### src/rtl/pgmg_pkg.sv
// shared types and constants of the plane grid mesh generator
package pgmg_pkg;

  localparam int unsigned SEG_W           = 10;
  localparam int unsigned MAX_SEGMENTS_DEF = 1023;
  localparam int unsigned DIVIDEND_W      = 31;
  localparam int unsigned CFG_IDX_W       = 3;
  localparam int unsigned CFG_DATA_W      = 32;
  localparam int unsigned SIZE_W          = 31;
  localparam int unsigned FACTOR_W        = 16;
  localparam int unsigned COORD_W         = 32;
  localparam int unsigned TEX_W           = 17;
  localparam int unsigned IDX_W           = 20;
  localparam int unsigned FRAC_Q14        = 14;

  localparam logic [TEX_W-1:0]    TEX_ONE      = 17'h10000;
  localparam logic [SIZE_W-1:0]   SIZE_RESET   = 31'h0001_0000;
  localparam logic [SEG_W-1:0]    SEG_RESET    = 10'd1;
  localparam logic [FACTOR_W-1:0] FACTOR_RESET = 16'h4000;

  typedef enum logic [CFG_IDX_W-1:0] {
    CFG_PLANE_WIDTH  = 3'd0,
    CFG_PLANE_HEIGHT = 3'd1,
    CFG_COLUMNS      = 3'd2,
    CFG_ROWS         = 3'd3,
    CFG_UP_AXIS      = 3'd4,
    CFG_UP_FACTOR    = 3'd5
  } cfg_idx_e;

  typedef enum logic [1:0] {
    AXIS_X = 2'd0,
    AXIS_Y = 2'd1,
    AXIS_Z = 2'd2
  } axis_e;

  typedef enum logic {
    KIND_VERTEX   = 1'b0,
    KIND_TRIANGLE = 1'b1
  } kind_e;

  typedef struct packed {
    logic busy;
    logic done;
  } div_status_t;

endpackage

### src/rtl/pgmg_divider.sv
// restoring serial divider, one quotient bit per cycle
module pgmg_divider #(
  parameter int unsigned DIVIDEND_W = pgmg_pkg::DIVIDEND_W,
  parameter int unsigned DIVISOR_W  = pgmg_pkg::SEG_W
) (
  input  logic                   clk_i,
  input  logic                   rst_ni,
  input  logic                   start_i,
  input  logic [DIVIDEND_W-1:0]  dividend_i,
  input  logic [DIVISOR_W-1:0]   divisor_i,
  output logic [DIVIDEND_W-1:0]  quotient_o,
  output pgmg_pkg::div_status_t  status_o
);

  localparam int unsigned IT_W = (DIVIDEND_W > 1) ? $clog2(DIVIDEND_W) : 1;

  logic                  busy_q;
  logic                  done_q;
  logic [IT_W-1:0]       cnt_q;
  logic [DIVIDEND_W-1:0] quo_q;
  logic [DIVISOR_W-1:0]  rem_q;
  logic [DIVISOR_W-1:0]  dsr_q;

  logic [DIVISOR_W:0]    trial;
  logic [DIVISOR_W:0]    diff;
  logic                  fits;

  always_comb begin
    trial = {rem_q, quo_q[DIVIDEND_W-1]};
    diff  = trial - {1'b0, dsr_q};
    fits  = (trial >= {1'b0, dsr_q});
  end

  always_ff @(posedge clk_i or negedge rst_ni) begin
    if (!rst_ni) begin
      busy_q <= 1'b0;
      done_q <= 1'b0;
      cnt_q  <= '0;
    end else begin
      done_q <= 1'b0;
      if (start_i) begin
        busy_q <= 1'b1;
        cnt_q  <= IT_W'(DIVIDEND_W - 1);
      end else if (busy_q) begin
        if (cnt_q == '0) begin
          busy_q <= 1'b0;
          done_q <= 1'b1;
        end else begin
          cnt_q <= cnt_q - 1'b1;
        end
      end
    end
  end

  always_ff @(posedge clk_i) begin
    if (start_i) begin
      quo_q <= dividend_i;
      rem_q <= '0;
      dsr_q <= divisor_i;
    end else if (busy_q) begin
      // remainder stays below the divisor, so it fits the divisor width
      rem_q <= fits ? diff[DIVISOR_W-1:0] : trial[DIVISOR_W-1:0];
      quo_q <= {quo_q[DIVIDEND_W-2:0], fits};
    end
  end

  assign quotient_o    = quo_q;
  assign status_o.busy = busy_q;
  assign status_o.done = done_q;

`ifndef SYNTHESIS
  a_done_after_busy : assert property (@(posedge clk_i) disable iff (!rst_ni)
    done_q |-> $past(busy_q)) else $error("divider done without a running division");
  a_no_restart_busy : assert property (@(posedge clk_i) disable iff (!rst_ni)
    busy_q |-> !start_i) else $error("divider started while busy");
  a_rem_below_dsr : assert property (@(posedge clk_i) disable iff (!rst_ni)
    (busy_q && !start_i && $past(busy_q)) |-> (rem_q < dsr_q))
    else $error("divider remainder not below divisor");
`endif

endmodule

### src/rtl/plane_grid_mesh_generator.sv
// plane grid mesh generator: one grid point per input transfer, up to three results
// a new input is taken only in idle, after the last result of the point is loaded; output stalls
//   hold the results, and the serial divider gives two texture quotients per point, two more at restart
// the position multiplier is shared across three products, one per step of the sequencer
// reset: idle with the mesh finished, config at its reset values, no result pending
module plane_grid_mesh_generator #(
  parameter int unsigned MAX_SEGMENTS = pgmg_pkg::MAX_SEGMENTS_DEF
) (
  input  logic                                 clk_i,
  input  logic                                 rst_ni,
  input  logic                                 cfg_valid_i,
  output logic                                 cfg_ready_o,
  input  logic [pgmg_pkg::CFG_IDX_W-1:0]       cfg_index_i,
  input  logic [pgmg_pkg::CFG_DATA_W-1:0]      cfg_data_i,
  input  logic                                 in_valid_i,
  output logic                                 in_ready_o,
  input  logic                                 restart_i,
  output logic                                 out_valid_o,
  input  logic                                 out_ready_i,
  output logic                                 kind_o,
  output logic signed [pgmg_pkg::COORD_W-1:0]  coord_x_o,
  output logic signed [pgmg_pkg::COORD_W-1:0]  coord_y_o,
  output logic signed [pgmg_pkg::COORD_W-1:0]  coord_z_o,
  output logic [pgmg_pkg::TEX_W-1:0]           tex_u_o,
  output logic [pgmg_pkg::TEX_W-1:0]           tex_v_o,
  output logic [pgmg_pkg::IDX_W-1:0]           corner_a_o,
  output logic [pgmg_pkg::IDX_W-1:0]           corner_b_o,
  output logic [pgmg_pkg::IDX_W-1:0]           corner_c_o,
  output logic                                 mesh_done_o,
  output logic                                 last_o
);

  localparam int unsigned CNT_FULL = $clog2(MAX_SEGMENTS + 1);
  localparam int unsigned CNT_W    = (CNT_FULL > pgmg_pkg::SEG_W) ? pgmg_pkg::SEG_W : CNT_FULL;
  localparam int unsigned DIV_W    = pgmg_pkg::DIVIDEND_W;
  localparam int unsigned MUL_A_W  = 43;
  localparam int unsigned MUL_B_W  = 17;
  localparam int unsigned PROD_W   = MUL_A_W + MUL_B_W;
  localparam int unsigned SC_W     = PROD_W - pgmg_pkg::FRAC_Q14;
  localparam int unsigned CW       = pgmg_pkg::COORD_W;
  localparam int unsigned IW       = pgmg_pkg::IDX_W;
  localparam int unsigned TW       = pgmg_pkg::TEX_W;
  localparam int unsigned ROUND_BIAS = 1 << (pgmg_pkg::FRAC_Q14 - 1);

  typedef enum logic [3:0] {
    S_IDLE, S_STEP_X, S_STEP_Y, S_MUL_X, S_MUL_Y, S_POS_X, S_POS_Y,
    S_SCALE, S_SCALE_W, S_ROUND, S_TEX_U, S_TEX_V,
    S_EMIT_VTX, S_EMIT_TRI0, S_EMIT_TRI1
  } state_e;

  function automatic logic signed [CW-1:0] sat32(input logic signed [SC_W-1:0] v);
    logic signed [CW-1:0] r;
    if ((&v[SC_W-1:CW-1]) || !(|v[SC_W-1:CW-1])) begin
      r = v[CW-1:0];
    end else if (v[SC_W-1]) begin
      r = {1'b1, {(CW-1){1'b0}}};
    end else begin
      r = {1'b0, {(CW-1){1'b1}}};
    end
    return r;
  endfunction

  state_e state_q;

  // configuration
  logic [pgmg_pkg::SIZE_W-1:0]          plane_width_q, plane_height_q;
  logic [pgmg_pkg::SEG_W-1:0]           columns_q, rows_q;
  logic [1:0]                           up_axis_q;
  logic signed [pgmg_pkg::FACTOR_W-1:0] up_factor_q;

  // walk state
  logic [CNT_W-1:0] col_q, row_q;
  logic [IW-1:0]    vidx_q;
  logic             finished_q;

  // datapath
  logic [DIV_W-1:0]          step_x_q, step_y_q;
  logic signed [MUL_A_W-1:0] mul_a_q;
  logic signed [MUL_B_W-1:0] mul_b_q;
  logic signed [PROD_W-1:0]  prod_q;
  logic signed [MUL_A_W-1:0] x_q, y_q;
  logic signed [SC_W-1:0]    sc_q;
  logic [TW-1:0]             u_q, v_q;

  // output register
  logic                 out_valid_q;
  logic                 kind_q;
  logic signed [CW-1:0] cx_q, cy_q, cz_q;
  logic [TW-1:0]        tu_q, tv_q;
  logic [IW-1:0]        ca_q, cb_q, cc_q;
  logic                 done_q, last_q;

  // divider hookup
  logic                  div_start;
  logic [DIV_W-1:0]      div_dividend;
  logic [CNT_W-1:0]      div_divisor;
  logic [DIV_W-1:0]      div_quo;
  pgmg_pkg::div_status_t div_st;

  logic [CNT_W-1:0]      cols_eff, rows_eff;
  logic                  accept_in, out_free, emit_state, emit_fire, emit_last;
  logic                  is_tri, is_done;
  logic [IW-1:0]         stride;
  logic                  scale_neg;
  logic signed [PROD_W-1:0] scale_sum;
  logic signed [CW-1:0]  pos_x, pos_y, pos_z;
  logic [TW-1:0]         tex_sat;

  always_comb begin
    if (columns_q == '0) begin
      cols_eff = CNT_W'(1);
    end else if (32'(columns_q) > MAX_SEGMENTS) begin
      cols_eff = CNT_W'(MAX_SEGMENTS);
    end else begin
      cols_eff = CNT_W'(columns_q);
    end
    if (rows_q == '0) begin
      rows_eff = CNT_W'(1);
    end else if (32'(rows_q) > MAX_SEGMENTS) begin
      rows_eff = CNT_W'(MAX_SEGMENTS);
    end else begin
      rows_eff = CNT_W'(rows_q);
    end
  end

  assign cfg_ready_o = 1'b1;
  assign in_ready_o  = (state_q == S_IDLE);
  assign accept_in   = in_valid_i && in_ready_o;
  assign out_free    = !out_valid_q || out_ready_i;
  assign emit_state  = state_q inside {S_EMIT_VTX, S_EMIT_TRI0, S_EMIT_TRI1};
  assign emit_fire   = emit_state && out_free;
  assign is_tri      = (row_q < rows_eff) && (col_q < cols_eff);
  assign is_done     = (row_q >= rows_eff) && (col_q >= cols_eff);
  assign emit_last   = emit_fire &&
                       ((state_q == S_EMIT_TRI1) || ((state_q == S_EMIT_VTX) && !is_tri));
  assign stride      = IW'(cols_eff) + IW'(1);

  // divider requests: steps at restart, then texture u and v per point
  always_comb begin
    div_start    = 1'b0;
    div_dividend = '0;
    div_divisor  = cols_eff;
    case (state_q)
      S_IDLE: begin
        div_start    = accept_in && restart_i;
        div_dividend = DIV_W'(plane_width_q);
      end
      S_STEP_X: begin
        div_start    = div_st.done;
        div_dividend = DIV_W'(plane_height_q);
        div_divisor  = rows_eff;
      end
      S_MUL_X: begin
        div_start    = 1'b1;
        div_dividend = DIV_W'({col_q, 16'h0000});
      end
      S_TEX_U: begin
        div_start    = div_st.done;
        div_dividend = DIV_W'({row_q, 16'h0000});
        div_divisor  = rows_eff;
      end
      default: begin
        div_start = 1'b0;
      end
    endcase
  end

  pgmg_divider #(
    .DIVIDEND_W (DIV_W),
    .DIVISOR_W  (CNT_W)
  ) u_divider (
    .clk_i      (clk_i),
    .rst_ni     (rst_ni),
    .start_i    (div_start),
    .dividend_i (div_dividend),
    .divisor_i  (div_divisor),
    .quotient_o (div_quo),
    .status_o   (div_st)
  );

  assign tex_sat = (div_quo > DIV_W'(pgmg_pkg::TEX_ONE)) ? pgmg_pkg::TEX_ONE : div_quo[TW-1:0];

  // placement and rounding of the scaled coordinate
  always_comb begin
    scale_neg = (up_axis_q == pgmg_pkg::AXIS_X) || (up_axis_q == pgmg_pkg::AXIS_Y);
    scale_sum = (scale_neg ? -prod_q : prod_q) + PROD_W'(ROUND_BIAS);
    case (up_axis_q)
      pgmg_pkg::AXIS_X: begin
        pos_x = '0;
        pos_y = sat32(SC_W'(y_q));
        pos_z = sat32(sc_q);
      end
      pgmg_pkg::AXIS_Y: begin
        pos_x = sat32(SC_W'(x_q));
        pos_y = '0;
        pos_z = sat32(sc_q);
      end
      default: begin
        pos_x = sat32(sc_q);
        pos_y = sat32(SC_W'(y_q));
        pos_z = '0;
      end
    endcase
  end

  always_ff @(posedge clk_i or negedge rst_ni) begin
    if (!rst_ni) begin
      state_q        <= S_IDLE;
      out_valid_q    <= 1'b0;
      col_q          <= '0;
      row_q          <= '0;
      vidx_q         <= '0;
      finished_q     <= 1'b1;
      plane_width_q  <= pgmg_pkg::SIZE_RESET;
      plane_height_q <= pgmg_pkg::SIZE_RESET;
      columns_q      <= pgmg_pkg::SEG_RESET;
      rows_q         <= pgmg_pkg::SEG_RESET;
      up_axis_q      <= pgmg_pkg::AXIS_Z;
      up_factor_q    <= pgmg_pkg::FACTOR_RESET;
    end else begin
      if (cfg_valid_i && cfg_ready_o) begin
        case (pgmg_pkg::cfg_idx_e'(cfg_index_i))
          pgmg_pkg::CFG_PLANE_WIDTH:  plane_width_q  <= cfg_data_i[pgmg_pkg::SIZE_W-1:0];
          pgmg_pkg::CFG_PLANE_HEIGHT: plane_height_q <= cfg_data_i[pgmg_pkg::SIZE_W-1:0];
          pgmg_pkg::CFG_COLUMNS:      columns_q      <= cfg_data_i[pgmg_pkg::SEG_W-1:0];
          pgmg_pkg::CFG_ROWS:         rows_q         <= cfg_data_i[pgmg_pkg::SEG_W-1:0];
          pgmg_pkg::CFG_UP_AXIS:      up_axis_q      <= cfg_data_i[1:0];
          pgmg_pkg::CFG_UP_FACTOR:    up_factor_q    <= cfg_data_i[pgmg_pkg::FACTOR_W-1:0];
          default: begin
          end
        endcase
      end

      if (emit_fire) begin
        out_valid_q <= 1'b1;
      end else if (out_ready_i) begin
        out_valid_q <= 1'b0;
      end

      case (state_q)
        S_IDLE: begin
          if (accept_in) begin
            if (restart_i) begin
              col_q      <= '0;
              row_q      <= '0;
              vidx_q     <= '0;
              finished_q <= 1'b0;
              state_q    <= S_STEP_X;
            end else if (!finished_q) begin
              state_q <= S_MUL_X;
            end
          end
        end
        S_STEP_X:  if (div_st.done) state_q <= S_STEP_Y;
        S_STEP_Y:  if (div_st.done) state_q <= S_MUL_X;
        S_MUL_X:   state_q <= S_MUL_Y;
        S_MUL_Y:   state_q <= S_POS_X;
        S_POS_X:   state_q <= S_POS_Y;
        S_POS_Y:   state_q <= S_SCALE;
        S_SCALE:   state_q <= S_SCALE_W;
        S_SCALE_W: state_q <= S_ROUND;
        S_ROUND:   state_q <= S_TEX_U;
        S_TEX_U:   if (div_st.done) state_q <= S_TEX_V;
        S_TEX_V:   if (div_st.done) state_q <= S_EMIT_VTX;
        S_EMIT_VTX: begin
          if (out_free && is_tri) state_q <= S_EMIT_TRI0;
        end
        S_EMIT_TRI0: begin
          if (out_free) state_q <= S_EMIT_TRI1;
        end
        default: begin
        end
      endcase

      // the final result of the point is loaded: advance the walk
      if (emit_last) begin
        state_q <= S_IDLE;
        vidx_q  <= vidx_q + 1'b1;
        if (is_done) begin
          finished_q <= 1'b1;
        end else if (col_q >= cols_eff) begin
          col_q <= '0;
          row_q <= row_q + 1'b1;
        end else begin
          col_q <= col_q + 1'b1;
        end
      end
    end
  end

  // shared multiplier, one product per step
  always_ff @(posedge clk_i) begin
    prod_q <= mul_a_q * mul_b_q;
    case (state_q)
      S_STEP_X: if (div_st.done) step_x_q <= div_quo;
      S_STEP_Y: if (div_st.done) step_y_q <= div_quo;
      S_MUL_X: begin
        mul_a_q <= MUL_A_W'(step_x_q);
        mul_b_q <= MUL_B_W'(col_q);
      end
      S_MUL_Y: begin
        mul_a_q <= MUL_A_W'(step_y_q);
        mul_b_q <= MUL_B_W'(row_q);
      end
      S_POS_X: x_q <= prod_q[MUL_A_W-1:0] - MUL_A_W'(plane_width_q[pgmg_pkg::SIZE_W-1:1]);
      S_POS_Y: y_q <= prod_q[MUL_A_W-1:0] - MUL_A_W'(plane_height_q[pgmg_pkg::SIZE_W-1:1]);
      S_SCALE: begin
        mul_a_q <= (up_axis_q == pgmg_pkg::AXIS_Y) ? y_q : x_q;
        mul_b_q <= MUL_B_W'(up_factor_q);
      end
      // upper bits of the biased sum give the floor of the q14 shift
      S_ROUND: sc_q <= scale_sum[PROD_W-1:pgmg_pkg::FRAC_Q14];
      S_TEX_U: if (div_st.done) u_q <= tex_sat;
      S_TEX_V: if (div_st.done) v_q <= tex_sat;
      default: begin
      end
    endcase

    if (emit_fire) begin
      done_q <= is_done;
      last_q <= emit_last;
      ca_q   <= vidx_q;
      if (state_q == S_EMIT_VTX) begin
        kind_q <= pgmg_pkg::KIND_VERTEX;
        cx_q   <= pos_x;
        cy_q   <= pos_y;
        cz_q   <= pos_z;
        tu_q   <= u_q;
        tv_q   <= v_q;
        cb_q   <= '0;
        cc_q   <= '0;
      end else begin
        kind_q <= pgmg_pkg::KIND_TRIANGLE;
        cx_q   <= '0;
        cy_q   <= '0;
        cz_q   <= '0;
        tu_q   <= '0;
        tv_q   <= '0;
        if (state_q == S_EMIT_TRI0) begin
          cb_q <= vidx_q + IW'(1);
          cc_q <= vidx_q + stride + IW'(1);
        end else begin
          cb_q <= vidx_q + stride + IW'(1);
          cc_q <= vidx_q + stride;
        end
      end
    end
  end

  assign out_valid_o = out_valid_q;
  assign kind_o      = kind_q;
  assign coord_x_o   = cx_q;
  assign coord_y_o   = cy_q;
  assign coord_z_o   = cz_q;
  assign tex_u_o     = tu_q;
  assign tex_v_o     = tv_q;
  assign corner_a_o  = ca_q;
  assign corner_b_o  = cb_q;
  assign corner_c_o  = cc_q;
  assign mesh_done_o = done_q;
  assign last_o      = last_q;

`ifndef SYNTHESIS
  a_busy_not_ready : assert property (@(posedge clk_i) disable iff (!rst_ni)
    div_st.busy |-> !in_ready_o) else $error("input ready while divider busy");
  a_tri_zero_pos : assert property (@(posedge clk_i) disable iff (!rst_ni)
    (out_valid_o && (kind_o == pgmg_pkg::KIND_TRIANGLE)) |->
    (coord_x_o == '0 && coord_y_o == '0 && coord_z_o == '0 && tex_u_o == '0 && tex_v_o == '0))
    else $error("triangle result carries vertex data");
  a_vtx_zero_corner : assert property (@(posedge clk_i) disable iff (!rst_ni)
    (out_valid_o && (kind_o == pgmg_pkg::KIND_VERTEX)) |->
    (corner_b_o == '0 && corner_c_o == '0)) else $error("vertex result carries corners");
  a_tex_range : assert property (@(posedge clk_i) disable iff (!rst_ni)
    out_valid_o |-> (tex_u_o <= pgmg_pkg::TEX_ONE && tex_v_o <= pgmg_pkg::TEX_ONE))
    else $error("texture coordinate above one");
`endif

endmodule
### config.mk
export PLATFORM = sky130hd
export DESIGN_NAME = plane_grid_mesh_generator
export DESIGN_NICKNAME = d
export VERILOG_FILES = /design/src/rtl/pgmg_pkg.sv /design/src/rtl/pgmg_divider.sv /design/src/rtl/plane_grid_mesh_generator.sv
export SDC_FILE = /design/constraint.sdc
export NUM_CORES = 2
export LEC_CHECK = 0
export BUFFER_PORTS_ARGS = -buffer_cell sky130_fd_sc_hd__buf_2
export CAP_MARGIN = 15
export CORE_MARGIN = 1.5
export CORE_UTILIZATION = 50
export DETAILED_ROUTE_END_ITERATION = 10
export PLACE_DENSITY = 0.69
export SYNTH_ARGS = -nofsm -noshare
export SYNTH_HDL_FRONTEND = slang
export SYNTH_SLANG_ARGS = --single-unit
### constraint.sdc
create_clock -name clk_i -period 9.9 [get_ports clk_i]
set_clock_uncertainty 0.15 [all_clocks]
set_input_delay 0.99 -clock clk_i [delete_from_list [all_inputs] [get_ports clk_i]]
set_output_delay 0.99 -clock clk_i [all_outputs]
set_load 0.03 [all_outputs]
## Word level (Yosys, flattened, before mapping)

Index checks and enable logic that the tools add are counted.

| cells by class | value |
|---|---|
| mux-type cells | 66 |
| bitwise gates (word level) | 1 |
| $add $sub $neg | 12 |
| reductions and logical operators | 56 |
| eq/ne operators | 29 |
| order comparisons | 6 |
| multipliers | 1 |

Operators by type and width:

| operator | count |
|---|---|
| 2-to-1 mux 32 bit | 6 |
| 2-to-1 mux 10 bit | 16 |
| case mux 43 bit (3 select lines) | 1 |
| case mux 31 bit (4 select lines) | 1 |
| 2-to-1 mux 20 bit | 6 |
| subtractor 43 x 30 -> 43 bit | 2 |
| case mux 32 bit (2 select lines) | 1 |
| 2-to-1 mux 31 bit | 2 |
| adder 60 x 14 -> 60 bit, second input constant | 1 |
| multiplier 43 x 17 -> 60 bit | 1 |
| 2-to-1 mux 60 bit | 1 |
| negator 60 bit | 1 |
| case mux 4 bit (14 select lines) | 1 |
| case mux 17 bit (3 select lines) | 1 |
| 2-to-1 mux 43 bit | 1 |
| adder 20 x 1 -> 20 bit, second input constant | 2 |
| 2-to-1 mux 4 bit | 10 |
| > comparator 31 x 17 -> 1 bit, second input constant | 1 |
| == test 4 bit, second input constant | 7 |
| AND reduction 12 bit | 2 |
| AND reduction 2 bit | 12 |
| OR reduction 12 bit | 2 |
| adder 10 x 1 -> 10 bit, second input constant | 2 |
| adder 20 x 11 -> 20 bit | 1 |
| other kinds (39) | 90 |

| word-level totals | value |
|---|---|
| output and inout port bits | 196 |
| input port bits | 41 |
| register bits | 745 |
| logic and storage cells | 210 |

## Longest topological paths before layout

| depth | value |
|---|---|
| depth after elaboration | 10 |
| depth in mapped cells | 28 |

## Cells and area by module

A second synthesis with hierarchy kept.

| unflattened totals | value |
|---|---|
| cell total of the unflattened synthesis | 5997 |
| area total of the unflattened synthesis | 60495.5 um2 |

By module, submodules not included:

| module | cells each | area each (um2) | times used | seq. area each (um2) |
|---|---|---|---|---|
| plane_grid_mesh_generator | 5758 | 57547.7 | 1 | 19277.2 |
| pgmg_divider | 239 | 2947.8 | 1 | 1606.5 |

## Worst setup path before layout

OpenSTA, ideal clock, no wires.

| timing | value |
|---|---|
| path type | input to register |
| start point | input out_ready_i |
| end point | register cx_q[0], in the netlist coord_x_o[0], enable pin |
| setup slack | -0.071 ns |
| arrival | 9.071 ns |
| stages | 2 |
| buffers on the path | 0 |
| library setup time | 0.750 ns |
| data required time | 9.000 ns |
| cells stage by stage | nor2b_1 > nor2_1 |

| on the way | value |
|---|---|
| longest elaborated chain between the ends | 2 |

Ends and longest elaborated chain:

| element | RTL line | source |
|---|---|---|
| start: declaration | plane_grid_mesh_generator.sv:19 | `input logic out_ready_i,` |
| logical OR 1 bit | plane_grid_mesh_generator.sv:129 | `assign out_free = !out_valid_q \|\| out_ready_i;` |
| logical AND 1 bit | plane_grid_mesh_generator.sv:131 | `assign emit_fire = emit_state && out_free;` |
| net emit_fire | plane_grid_mesh_generator.sv:101 | `logic accept_in, out_free, emit_state, emit_fire, emit_last;` |
| end signal: assignment | plane_grid_mesh_generator.sv:325 | `cx_q <= pos_x;` |
| end: declaration | plane_grid_mesh_generator.sv:88 | `logic signed [CW-1:0] cx_q, cy_q, cz_q;` |

The timed path passes the listed nets, and every way through them passes these cells.
A chain may end at the register's enable or synchronous reset.

## Worst setup path after layout

| timing | value |
|---|---|
| start point | register mul_b_q[2] |
| end point | register prod_q[59] |

| on the way | value |
|---|---|
| longest elaborated chain between the ends | 1 |

Ends and longest elaborated chain:

| element | RTL line | source |
|---|---|---|
| start: declaration | plane_grid_mesh_generator.sv:79 | `logic signed [MUL_B_W-1:0] mul_b_q;` |
| start signal: assignment | plane_grid_mesh_generator.sv:299 | `mul_b_q <= MUL_B_W'(col_q);` |
| start signal: assignment | plane_grid_mesh_generator.sv:303 | `mul_b_q <= MUL_B_W'(row_q);` |
| start signal: assignment | plane_grid_mesh_generator.sv:309 | `mul_b_q <= MUL_B_W'(up_factor_q);` |
| multiplier 43 x 17 -> 60 bit | plane_grid_mesh_generator.sv:293 | `prod_q <= mul_a_q * mul_b_q;` |
| end signal: assignment | plane_grid_mesh_generator.sv:293 |  |
| end: declaration | plane_grid_mesh_generator.sv:80 | `logic signed [PROD_W-1:0] prod_q;` |

Every way passes these cells.

==> results.py <==
metrics = {
    "outcome": {
        "run_status": "completed",
    },
    "sta": {
        "worst_slew_pin_slew_ns": 1.22,
        "report.final.slew_viol_count": 0,
        "max_freq_mhz": 109,
        "hold_viol": 0,
        "finalCriticalPeriod_ns": 9.15,
        "setup_viol_count_final": 0,
        "fin_tns_setup_ns": 0,
        "post-route-period-util_pct": 92.4,
        "maxSlewHeadroom_pct": 18.9,
        "rsz_0062_raised_after_global_routing": "false",
    },
    "critical_path": {
        "path_cells": "buf_4, nand2_1, fa_1, inv_1, fa_1, inv_1, fa_1, inv_1, fa_1, fa_1, inv_1, fa_1, inv_1, ha_1, a21o_1, a31oi_1, nand2_1, a2111oi_0, nor3_1, and3_1, o311ai_0, o21ai_0, a221oi_1, xnor2_1",
        "number_of_buffer_and_inverter_instances_along_the_worst_setup_path": 6,
        "r2r_setup_slack_ns": 0.75,
        "kind_of_capture_point_of_the_worst_setup_path": "flop",
        "slowest_stage": "sky130_fd_sc_hd__a2111oi_0",
        "worstSetupPathType": "flop to flop",
        "worst_path_largest_cell_delay_ns": 0.87,
        "crit_path_max_fanout": 29,
        "worst_path_dominant_cell_family": "adder cells",
        "cp.required_ns": 10.35,
        "worst_path_most_repeated_cell": "sky130_fd_sc_hd__fa_1",
        "startpoint_type": "flop",
        "arrival_ns": 9.60,
    },
    "global_route": {
        "grt_overflow_total": 0,
        "vias_in_the_first_global_route": 45000,
        "grt_max_degree": 78,
        "number_of_antenna_violations_at_the_first_check_in_global_routing": 14,
        "grt_usage_pct": 28.4,
        "grt_pass1_wl_um": 266000,
    },
    "floorplanning": {
        "row_cnt": 127,
        "coreArea_mm2": 0.120,
        "die_area_mm2": 0.123,
        "number_of_placed_i_o_pins": 237,
        "die_height_um": 351,
        "die-width_um": 351,
        "initial_core_util_pct": 50.4,
    },
    "logic_synthesis": {
        "syn_inst": 6086,
        "postSynthNetCount": 7061,
        "synth.ff_latch_count": 744,
        "synth_warn": 0,
        "async_set_or_reset_flop_fraction_in_the_synthesized_netlist_pct": 20.6,
        "avgSynthCellArea_um2": 9.94,
        "number_of_enable_flip_flop_cells_after_synthesis": 521,
        "synth_cell_types": 89,
        "synth_ff_type": "sky130_fd_sc_hd__edfxtp_1",
        "synth_sequential_area_ratio_pct": 34.5,
        "netlist_area_before_placement_mm2": 0.0605,
    },
    "clock_network": {
        "cts-hold-fix-buffers": 0,
        "cts-htree-levels": 3,
        "cts_inserted_buffers": 83,
        "ctsRootBufferMaster": "sky130_fd_sc_hd__clkbuf_16",
        "tritoncts": "yes",
        "clk_latency_ns": 0.72,
        "ctsResizeCount": 0,
        "clk_pin_slew_worst_paths_ns": 0.06,
        "cts_buffer_depth": 3,
        "clock_sinks": 744,
        "post-cts-setup-buffers": 0,
    },
    "cells_and_area": {
        "fillers": 10400,
        "final_layout_size_suffix_gt1_share_pct": 8.70,
        "seqCellArea_mm2": 0.0209,
        "layout.cells.most_common": "sky130_fd_sc_hd__inv_1",
        "finish.net_count": 7147,
        "area.growth.synth_to_final_pct": 9.29,
        "multiInputGateArea_mm2": 0.0353,
        "layout_common_cells": "sky130_fd_sc_hd__inv_1 (891), sky130_fd_sc_hd__nand2_1 (786), sky130_fd_sc_hd__fa_1 (691), sky130_fd_sc_hd__edfxtp_1 (521), sky130_fd_sc_hd__and2_1 (335)",
    },
    "detailed_routing": {
        "met2WireLength_um": 76800,
        "drc": 0,
        "routed_wire_length_per_instance_um": 21.9,
        "highest-signal-layer": "met5",
        "detail_route.wirelength.met1_um": 71500,
        "detail_route.iter0.violations": 4266,
        "totalWireLength_um": 172000,
        "route.antenna.remaining_nets": 0,
        "vias_per_cell": 5.73,
        "detailroute.via_count": 45000,
        "routed-wl-met3_um": 18300,
        "drt-pass1-iter-count": 5,
    },
    "job": {
        "max_cap_viol_count": 0,
    },
    "placed_design": {
        "port_buffers": 234,
        "place_hpwl_um": 130000,
        "gp_routability_congestion": 0.954,
    },
    "min_path": {
        "hold_class": "input port to async pin",
    },
}
[path summary, 6_finish.rpt]
path / startpoint / to / cells after the start
worst max register to register: mul_b_q[2] / prod_q[59] / 24
worst min-delay path: rst_ni / plane_width_q[26] / 1
min in group clk_i: step_x_q[13] / mul_a_q[13] / 1
max in group asynchronous: rst_ni / plane_width_q[4] / 2
worst min register to register: step_x_q[13] / mul_a_q[13] / 1
worst max-delay path: mul_b_q[2] / prod_q[59] / 24
[cell type report]
type                            instances  share of cell area [%]
Antenna cell                            4                  0.0151
Tap cell                             1612                    3.05
Clock buffer                          117                    3.58
Sequential cell                       744                    31.6
Clock inverter                         38                   0.673
Inverter                              893                    5.07
Timing Repair Buffer                  307                    2.67
Multi-Input combinational cell       4143                    53.4
[metrics by stage]
step                instance area (µm²)  std cells  utilization, %  hold slack [ns]  setup slack, ns
global route                      66100       7856            55.1            0.248            0.348
CTS                               66100       7854            55.1            0.212            0.880
finish                            66100       7858            55.1            0.195            0.753
detailed placement                63300       7699            52.8            0.327             1.04
floorplan                         60500       6086               -            0.273             2.85
global placement                  63300       7699            52.8            0.307            0.980
[state kept, by name, indices dropped and copies added, names as in the netlist, 31 cells and up]
register              cells
x_q                      43
y_q                      43
coord_x_o                32
prod_q                   60
u_divider.quotient_o     31
sc_q                     46
coord_z_o                32
plane_width_q            31
mul_a_q                  43
step_x_q                 31
step_y_q                 31
coord_y_o                32
plane_height_q           31
[synth_stat cells, types with 11 or more instances]
cell                       instances  area share (%)
sky130_fd_sc_hd__o41ai_1          13            0.19
sky130_fd_sc_hd__o31a_1           11            0.16
sky130_fd_sc_hd__nand2_1         786             4.9
sky130_fd_sc_hd__clkbuf_1        286             1.8
sky130_fd_sc_hd__dfxtp_1          70             2.3
sky130_fd_sc_hd__nand3_1          80            0.66
sky130_fd_sc_hd__a221oi_1         25            0.36
sky130_fd_sc_hd__o21ai_0         264             2.2
sky130_fd_sc_hd__and3_1           44            0.45
sky130_fd_sc_hd__nand4_1          45            0.47
sky130_fd_sc_hd__xor2_1           96             1.4
sky130_fd_sc_hd__nor3_1           69            0.57
sky130_fd_sc_hd__or3_1            22            0.23
sky130_fd_sc_hd__xnor2_1         191             2.8
sky130_fd_sc_hd__a31oi_1          40            0.41
sky130_fd_sc_hd__o31ai_1          20            0.25
sky130_fd_sc_hd__fa_1            691              23
sky130_fd_sc_hd__o21bai_1         19            0.24
sky130_fd_sc_hd__and2_1          335             3.5
sky130_fd_sc_hd__ha_1            243             5.0
sky130_fd_sc_hd__o211ai_1         17            0.21
sky130_fd_sc_hd__nand2b_1         34            0.35
sky130_fd_sc_hd__a211oi_1         22            0.27
sky130_fd_sc_hd__dfrtp_1         146             6.0
sky130_fd_sc_hd__o21a_1           55            0.68
sky130_fd_sc_hd__a221o_1          35            0.58
sky130_fd_sc_hd__buf_1            13           0.081
sky130_fd_sc_hd__a21oi_1         245             2.0
sky130_fd_sc_hd__mux2_2           34            0.63
sky130_fd_sc_hd__nor2_1          332             2.1
sky130_fd_sc_hd__edfxtp_1        521              26
sky130_fd_sc_hd__nor2b_1          65            0.67
sky130_fd_sc_hd__inv_1           891             5.5
sky130_fd_sc_hd__nor4_1           48            0.50
sky130_fd_sc_hd__a21o_1          101             1.3
sky130_fd_sc_hd__a22oi_1          30            0.37
[metal layers]
metal	up-vias	global-route usage [%]
li1	20100	-
met3	332	6.78
met5	-	0
met1	22500	40.2
met4	4	9.41
met2	2107	42.8
[worst register-to-register path, delay by kind of cell (launching register included)]
| kind | cells | cell delay (ns) |
|---|---|---|
| flops | 1 | 0.74 |
| compound gates | 6 | 2.76 |
| xor+xnor | 1 | 0.17 |
| simple gates | 4 | 0.97 |
| fa+ha+maj | 7 | 3.52 |
| buf+inv | 6 | 0.73 |
[cell families after synthesis]
family	share of synthesized area, %
AND/OR/NAND/NOR	15.1
buffers and inverters	7.46
AO/OA/AOI/OAI	10.1
adder cells (fa/ha/maj)	27.9
flip-flops	34.5
XOR/XNOR	4.15
multiplexers	0.765
other	0.00620
Power is left out: the tool's default activity adds up to more than one toggle a clock period on the data nets, which glitch-free logic cannot reach.
